<file path="src/design/keyword_identifier_tokenizer_assert.svh">
// ----------------------------------------------------------------------------
// keyword_identifier_tokenizer_assert.svh
// Assertion macros for the tokenizer; they compile away under SYNTH.
// ----------------------------------------------------------------------------
`ifndef KEYWORD_IDENTIFIER_TOKENIZER_ASSERT_SVH
`define KEYWORD_IDENTIFIER_TOKENIZER_ASSERT_SVH

`ifndef SYNTH
// Property must hold at every clock edge out of reset.
`define KIT_ASSERT(lbl, prop) \
  lbl: assert property (@(posedge clk) disable iff (!rst_n) (prop)) \
    else $error("tokenizer assertion failed");
// Condition must never be seen out of reset.
`define KIT_ASSERT_NEVER(lbl, cond) \
  lbl: assert property (@(posedge clk) disable iff (!rst_n) !(cond)) \
    else $error("tokenizer forbidden condition seen");
`else
`define KIT_ASSERT(lbl, prop)
`define KIT_ASSERT_NEVER(lbl, cond)
`endif

`endif

</file>
<file path="src/design/kit_pkg.sv">
`timescale 1ns / 1ps
// ----------------------------------------------------------------------------
// kit_pkg
// Types, constants and character-class helpers for the tokenizer.
// ----------------------------------------------------------------------------
package kit_pkg;

  localparam int MAX_LEXEME_LEN = 255;
  localparam int LEN_W          = $clog2(MAX_LEXEME_LEN + 1);
  localparam int KW_SLOTS       = 6;
  localparam int NUM_KW_REGS    = 6;
  localparam int KW_USED        = (KW_SLOTS < NUM_KW_REGS) ? KW_SLOTS : NUM_KW_REGS;
  localparam int KW_W           = 48;
  localparam int PREFIX_CHARS   = 6;
  localparam int CFG_IDX_W      = 3;
  localparam int SLOT_W         = 3;
  localparam int FIFO_DEPTH     = 4;
  localparam int FIFO_PTR_W     = 2;
  localparam int FIFO_CNT_W     = 3;

  // "if", "else", "while", "int", "double", "string", first char in low byte
  localparam logic [KW_W-1:0] KW_RESET [NUM_KW_REGS] = '{
    48'd26217,
    48'd1702063205,
    48'd435610544247,
    48'd7630441,
    48'd111516182736740,
    48'd113723913172083
  };

  localparam logic [7:0] CH_UNDERSCORE = 8'h5F;

  typedef enum logic [1:0] {
    TOK_IDENT   = 2'd0,
    TOK_KEYWORD = 2'd1,
    TOK_LITERAL = 2'd2,
    TOK_PUNCT   = 2'd3
  } tok_class_t;

  typedef enum logic {
    KIND_CHAR  = 1'b0,
    KIND_FLUSH = 1'b1
  } item_kind_t;

  typedef struct packed {
    tok_class_t        cls;
    logic [7:0]        len;
    logic [7:0]        punct;
    logic [SLOT_W-1:0] slot;
    logic              last;
  } result_t;

  function automatic logic is_digit(input logic [7:0] c);
    return (c >= 8'h30) && (c <= 8'h39);
  endfunction

  function automatic logic is_word(input logic [7:0] c);
    return is_digit(c) || ((c >= 8'h41) && (c <= 8'h5A)) ||
           ((c >= 8'h61) && (c <= 8'h7A)) || (c == CH_UNDERSCORE);
  endfunction

  function automatic logic is_space(input logic [7:0] c);
    return (c == 8'h20) || ((c >= 8'h09) && (c <= 8'h0D));
  endfunction

  // position of the highest nonzero byte plus one
  function automatic logic [2:0] word_len(input logic [KW_W-1:0] w);
    logic [2:0] n;
    n = 3'd0;
    for (int i = 0; i < PREFIX_CHARS; i++) begin
      if (w[8*i +: 8] != 8'h00) n = 3'(i + 1);
    end
    return n;
  endfunction

endpackage

</file>
<file path="src/design/keyword_identifier_tokenizer.sv">
`timescale 1ns / 1ps
// ----------------------------------------------------------------------------
// keyword_identifier_tokenizer
// Character-stream tokenizer: identifiers, keywords, literals, punctuation.
// ----------------------------------------------------------------------------
// Usage:
//  - Input channel (in_valid / in_stall): one character or end-of-line flush
//    per transfer. One item is taken every cycle while in_stall is low.
//  - Result channel (out_valid / out_stall): zero, one or two tokens per item,
//    in order; last_of_run marks the final token of an item.
//  - A token is written to the result queue when its item transfers.
//  - Throughput: one item per cycle while in_stall is low; one token drains
//    a cycle while out_stall is low, so a delimiter that closes a lexeme and
//    is itself punctuation yields two tokens, absorbed by a 4-entry result queue.
//  - in_stall rises when the queue holds more than two tokens, so that an item
//    always has room for both of its results. It depends only on registers.
//  - A stalled receiver holds the head token steady; the queue fills and then
//    stalls the input side.
//  - Reset (rst_n low, synchronous) empties the queue, clears the pending
//    lexeme and reloads the six keyword registers with their defaults.
//  - cfg_we writes keyword register cfg_index; indexes above five are ignored.
// ----------------------------------------------------------------------------
`include "keyword_identifier_tokenizer_assert.svh"

module keyword_identifier_tokenizer
  import kit_pkg::*;
(
  input  logic                 clk,
  input  logic                 rst_n,

  input  logic                 in_valid,
  output logic                 in_stall,
  input  logic                 in_kind,
  input  logic [7:0]           in_char_code,

  output logic                 out_valid,
  input  logic                 out_stall,
  output logic [1:0]           out_token_class,
  output logic [7:0]           out_token_length,
  output logic [7:0]           out_punct_char,
  output logic [SLOT_W-1:0]    out_keyword_slot,
  output logic                 out_last_of_run,

  input  logic                 cfg_we,
  input  logic [CFG_IDX_W-1:0] cfg_index,
  input  logic [KW_W-1:0]      cfg_wdata
);

  logic [KW_W-1:0]       kw_r [NUM_KW_REGS];

  logic [LEN_W-1:0]      lex_len_r, lex_len_nxt;
  logic                  lex_digit_r, lex_digit_nxt;
  logic [KW_W-1:0]       lex_prefix_r, lex_prefix_nxt;

  result_t               fifo_r [FIFO_DEPTH];
  logic [FIFO_PTR_W-1:0] wr_ptr_r, wr_ptr_nxt;
  logic [FIFO_PTR_W-1:0] rd_ptr_r, rd_ptr_nxt;
  logic [FIFO_CNT_W-1:0] count_r, count_nxt;

  logic                  in_xfer;
  logic                  out_xfer;
  logic                  lex_pending;
  logic                  kw_hit;
  logic [SLOT_W-1:0]     kw_slot;
  logic [7:0]            len_sat;
  result_t               lex_res;
  result_t               punct_res;
  result_t               res0, res1;
  logic [1:0]            n_push;
  result_t               head;

  assign in_xfer     = in_valid && !in_stall;
  assign out_xfer    = out_valid && !out_stall;
  assign lex_pending = (lex_len_r != '0);

  // room for two tokens is needed before an item is taken
  assign in_stall  = (count_r > FIFO_CNT_W'(FIFO_DEPTH - 2));
  assign out_valid = (count_r != '0);

  // ---------------- keyword match, lowest slot wins ----------------
  always_comb begin
    kw_hit  = 1'b0;
    kw_slot = '0;
    for (int s = KW_USED - 1; s >= 0; s--) begin
      if ((word_len(kw_r[s]) != 3'd0) &&
          (LEN_W'(word_len(kw_r[s])) == lex_len_r) &&
          (kw_r[s] == lex_prefix_r)) begin
        kw_hit  = 1'b1;
        kw_slot = SLOT_W'(s);
      end
    end
  end

  assign len_sat = (32'(lex_len_r) > 32'd255) ? 8'hFF : 8'(lex_len_r);

  always_comb begin
    lex_res       = '0;
    lex_res.len   = len_sat;
    lex_res.punct = 8'h00;
    if (lex_digit_r) begin
      lex_res.cls = TOK_LITERAL;
    end else if (kw_hit) begin
      lex_res.cls  = TOK_KEYWORD;
      lex_res.slot = kw_slot;
    end else begin
      lex_res.cls = TOK_IDENT;
    end
    punct_res       = '0;
    punct_res.cls   = TOK_PUNCT;
    punct_res.len   = 8'd1;
    punct_res.punct = in_char_code;
  end

  // ---------------- per-item work ----------------
  always_comb begin
    lex_len_nxt    = lex_len_r;
    lex_digit_nxt  = lex_digit_r;
    lex_prefix_nxt = lex_prefix_r;
    res0           = lex_res;
    res1           = punct_res;
    n_push         = 2'd0;

    if (in_kind == KIND_FLUSH) begin
      if (lex_pending) begin
        n_push      = 2'd1;
        res0.last   = 1'b1;
      end
      lex_len_nxt    = '0;
      lex_digit_nxt  = 1'b0;
      lex_prefix_nxt = '0;
    end else if (is_word(in_char_code)) begin
      if (!lex_pending) lex_digit_nxt = is_digit(in_char_code);
      for (int i = 0; i < PREFIX_CHARS; i++) begin
        if (lex_len_r == LEN_W'(i)) lex_prefix_nxt[8*i +: 8] = in_char_code;
      end
      if (lex_len_r < LEN_W'(MAX_LEXEME_LEN)) lex_len_nxt = lex_len_r + 1'b1;
    end else begin
      lex_len_nxt    = '0;
      lex_digit_nxt  = 1'b0;
      lex_prefix_nxt = '0;
      if (lex_pending) begin
        if (is_space(in_char_code)) begin
          n_push    = 2'd1;
          res0.last = 1'b1;
        end else begin
          n_push    = 2'd2;
          res1.last = 1'b1;
        end
      end else if (!is_space(in_char_code)) begin
        n_push    = 2'd1;
        res0      = punct_res;
        res0.last = 1'b1;
      end
    end

    if (!in_xfer) begin
      lex_len_nxt    = lex_len_r;
      lex_digit_nxt  = lex_digit_r;
      lex_prefix_nxt = lex_prefix_r;
      n_push         = 2'd0;
    end
  end

  // ---------------- result queue control ----------------
  always_comb begin
    wr_ptr_nxt = wr_ptr_r + FIFO_PTR_W'(n_push);
    rd_ptr_nxt = rd_ptr_r + FIFO_PTR_W'(out_xfer);
    count_nxt  = count_r + FIFO_CNT_W'(n_push) - FIFO_CNT_W'(out_xfer);
  end

  always_ff @(posedge clk) begin
    if (!rst_n) begin
      lex_len_r    <= '0;
      lex_digit_r  <= 1'b0;
      lex_prefix_r <= '0;
      wr_ptr_r     <= '0;
      rd_ptr_r     <= '0;
      count_r      <= '0;
    end else begin
      lex_len_r    <= lex_len_nxt;
      lex_digit_r  <= lex_digit_nxt;
      lex_prefix_r <= lex_prefix_nxt;
      wr_ptr_r     <= wr_ptr_nxt;
      rd_ptr_r     <= rd_ptr_nxt;
      count_r      <= count_nxt;
    end
  end

  always_ff @(posedge clk) begin
    if (n_push != 2'd0) fifo_r[wr_ptr_r] <= res0;
    if (n_push == 2'd2) fifo_r[wr_ptr_r + 1'b1] <= res1;
  end

  // ---------------- keyword registers ----------------
  always_ff @(posedge clk) begin
    if (!rst_n) begin
      for (int k = 0; k < NUM_KW_REGS; k++) kw_r[k] <= KW_RESET[k];
    end else if (cfg_we && (32'(cfg_index) < NUM_KW_REGS)) begin
      kw_r[cfg_index[$clog2(NUM_KW_REGS)-1:0]] <= cfg_wdata;
    end
  end

  assign head             = fifo_r[rd_ptr_r];
  assign out_token_class  = head.cls;
  assign out_token_length = head.len;
  assign out_punct_char   = head.punct;
  assign out_keyword_slot = head.slot;
  assign out_last_of_run  = head.last;

  // ---------------- checks ----------------
  `KIT_ASSERT(a_queue_bound, count_r <= FIFO_CNT_W'(FIFO_DEPTH))
  `KIT_ASSERT(a_punct_last, out_valid && (out_token_class == TOK_PUNCT) |-> out_last_of_run)
  `KIT_ASSERT(a_lex_no_char, out_valid && (out_token_class != TOK_PUNCT) |-> out_punct_char == 8'h00)
  `KIT_ASSERT(a_slot_only_kw, out_valid && (out_token_class != TOK_KEYWORD) |-> out_keyword_slot == '0)
  `KIT_ASSERT(a_idle_lex_clear, (lex_len_r == '0) |-> (lex_prefix_r == '0) && !lex_digit_r)
  `KIT_ASSERT_NEVER(a_pop_empty, out_xfer && (count_r == '0))

endmodule
</file>
<file path="config.mk">
export PLATFORM = sky130hd
export DESIGN_NAME = keyword_identifier_tokenizer
export DESIGN_NICKNAME = d
export VERILOG_FILES = /design/src/design/kit_pkg.sv /design/src/design/keyword_identifier_tokenizer.sv
export VERILOG_INCLUDE_DIRS = /design/src /design/src/design
export SDC_FILE = /design/constraint.sdc
export NUM_CORES = 1
export LEC_CHECK = 0
export BUFFER_PORTS_ARGS = -buffer_cell sky130_fd_sc_hd__buf_2
export CORE_MARGIN = 1.5
export CORE_UTILIZATION = 55
export DETAILED_ROUTE_END_ITERATION = 8
export HOLD_SLACK_MARGIN = 0.12
export PLACE_DENSITY = 0.84
export SETUP_SLACK_MARGIN = 0.3
export SYNTH_ARGS = -nofsm -noshare
export SYNTH_HDL_FRONTEND = slang
export SYNTH_SLANG_ARGS = --single-unit
</file>
<file path="constraint.sdc">
create_clock -name clk -period 7.7 [get_ports clk]
set_input_delay 0.385 -clock clk [delete_from_list [all_inputs] [get_ports clk]]
set_output_delay 0.385 -clock clk [all_outputs]
set_load 0.02 [all_outputs]
</file>
==> impl_metrics.tcl <==
set metrics [dict create \
    wl_per_cell_um 32.0 \
    area_growth_pct 13.9 \
    layout_common_cells "edfxtp_1 (324), nor2_1 (197), xor2_1 (162), nand2_1 (133), nor4_1 (122)" \
    vias 16800 \
    power_switching_mw 1.67 \
    synthMuxAreaShare 0.0234 \
    root_buffer "clkbuf_16" \
    peakVddDrop_uv 170 \
    synth_top_cell_by_area "edfxtp_1" \
    critical_path_required_ps 7940 \
    grt_max_degree 56 \
    p_per_area_nw_per_um2 249 \
    netlist_area_sq_um 21600 \
    htreeDepth 2 \
    internal_power_mw 4.47 \
    reg2reg_from "len_sat[3]" \
    wl_met3_um 8190 \
    cts_tree "yes" \
    final_cells 2593 \
    rrSetupSlack_ps 2650 \
    rsz0062_at_grt "no" \
    dp_cells 2457 \
    crit_arrival_ps 5290 \
    critPathLaunchType "flip-flop" \
    synth_top_area_frac 0.450 \
    grtUsageTotal 0.412 \
    m1WireLength_um 27800 \
    fillerInstances 2994 \
    crit_path_top_delay_cell "nor3_1" \
    avgSynthCellArea_sq_um 11.2 \
    slew_viol_final 0 \
    skew_ps 19.7 \
    p_leak_nw 8.88 \
    dp_hpwl_um 60800 \
    cts_made_buffers 48 \
    cts.sinks 440 \
    yosysSeqAreaShare 0.557 \
    clock_latency_ps 610 \
    crit_fanout 12 \
    tightest_slew_ps 1230 \
    setup_viol 0 \
    synth_edf_count 324 \
    worstReg2RegEnd "fifo_r[2][0]" \
    worst_r2r_path_depth 11 \
    synth-adder-area-share 0.00671 \
    worst-path-stages 11 \
    path_cells "or4_1, nor3_1, nand2_1, ha_1, nor2_1, a31oi_1, o211ai_1, and2_0, nor3_1, nor2_1, inv_1" \
    nets 2113 \
    pre_cts_ws_ps 2390 \
    synth_warnings 0 \
    cp-end-kind "flip-flop" \
    maxUsedRoutingLayer "met5" \
    syn_nets 2016 \
    swShare 0.273 \
    core_sq_um 38700 \
    p_seq_frac 0.469 \
    synthSimpleGateAreaFrac 0.193 \
    combPwrFrac 0.135 \
    first_pass_iters 5 \
    whs_path_depth 2 \
    die-area_sq_um 40500 \
    synth-seq-cells 440 \
    grt-ovfl-total 0 \
    synth_xor_area_frac 0.114 \
    synth_cells 1940 \
    mostFrequentLayoutCell "edfxtp_1" \
    synth_compound_area_frac 0.0699 \
    clk_transition_reported_paths_ps 70 \
    postLayoutCoreUtil 0.636 \
    worst_slack_ps 2650 \
    antenna_found_initial 1 \
    start_util 0.559 \
    rows 72 \
    synthArstFlopShare 0 \
    status "complete, no violations" \
    met2_length_um 38600 \
    synth_top_family_by_area "simple AND/OR/NAND/NOR gates" \
    hold_start "in_char_code[7]" \
    synth_cell_types 79 \
    synthTopCellsByArea "edfxtp_1 (45%), dfxtp_1 (11%), xor2_1 (6.6%), xnor2_1 (4.8%), nor4_1 (3.6%)" \
    fmax_ghz 0.198 \
    ys.flop_type "edfxtp_1" \
    min_to "fifo_r[3][11]" \
    grt_pass1_wl_um 117000 \
    cp_top_family "simple AND/OR/NAND/NOR gates" \
    n_antenna_cell 0 \
    setup_tns_ps 0 \
    power_mw 6.14 \
    clockBufferDepth 3 \
    die_h_um 201 \
    cap_viol_max_count 0 \
    routed_wl_um 83100 \
    min_path_type "primary input to flip-flop" \
    ctsResizeCount 0 \
    ant_nets 0 \
    grt_pass1_vias 16900 \
    criticalPathCategory "flip-flop to flip-flop" \
    drive_above_1_share 0.115 \
    via_per_inst 6.47 \
    fin_crit_ps 5050 \
    die_w_um 201 \
    portBuffers 88 \
    finalHoldViolCount 0 \
    num_io_pins 89 \
    p_clk_frac 0.396 \
    gp_congestion 1.06 \
    crit_buf_inv 1 \
    drt_iter0_drc 2293 \
    drc 0 \
    slew_headroom 0.171 \
    slowest_delay_ps 910 \
    period_share 0.656 \
]
## metal layers
metal / GRT usage / up-vias
met4: 0.353 / 2
li1: - / 7201
met1: 0.467 / 8158
met5: 0 / -
met3: 0.0863 / 301
met2: 0.665 / 1123
## power by group through the flow
stage,logic [mW],registers (mW),clock network (mW)
2_1_floorplan,0.551,2.85,0
3_3_place_gp,0.774,2.91,0
3_5_place_dp,0.786,2.92,0
4_1_cts,0.814,2.87,2.42
5_1_grt,0.878,2.89,2.53
6_report,0.831,2.88,2.43
## registers in the layout (all words and copies together), names as in the netlist
name and flops:
kw_r 288, fifo_r 88, lex_prefix_r 48, len_sat 8
count_r 3, rd_ptr_r 2, wr_ptr_r 2, lex_digit_r 1
## worst max path at each step
stage | from | endpoint | slack [ps]
after floorplan | in_char_code[0] | count_r[2] | 3830
after global placement | in_char_code[0] | fifo_r[2][6] | 2550
after detailed placement | in_char_code[0] | fifo_r[2][6] | 2390
after CTS | len_sat[3] | fifo_r[2][6] | 2720
after global routing | len_sat[3] | fifo_r[2][6] | 2280
final | len_sat[3] | fifo_r[2][0] | 2650
## synthesized netlist by cell type, drive strengths merged (36+ instances only)
cell type  count
nand4         47
a22oi         36
nor2         199
edfxtp       324
nor2b         64
nor4         125
clkbuf       110
nand2        138
and2          53
xnor2        119
nand2b        38
xor2         162
dfxtp        116
inv           85
## what timing repair did
item / in CTS / in global routing
hold endpoints to repair: 48 / 0
hold buffers: 48 / 0
setup buffers: 0 / 0
## final cells by class
type	instances	area [sq um]	share of cell area
multi-input cells	1295	8830	0.358
repair buffers	166	1150	0.0465
flip-flops and latches	440	12100	0.489
well taps	518	648	0.0263
inverters	86	323	0.0131
clock buffers	61	1290	0.0523
clock inverters	27	358	0.0145
## through the flow
step                      hold WS [ps]  instance area [sq um]
after detailed placement           447                  22500
after global routing               199                  24600
after CTS                          165                  24600
after floorplan                    427                  21600
after global placement             444                  22500
final                              189                  24600
## cells by family after synthesis
logic type,count (synthesis)
xor gates and xnor gates,281
adders and majority gates,11
AOI/OAI and AO/OA,197
muxes,23
and+or+nand+nor,783
DFF,440
buffers and inverters,205
Power figures use the tool's default switching activity.
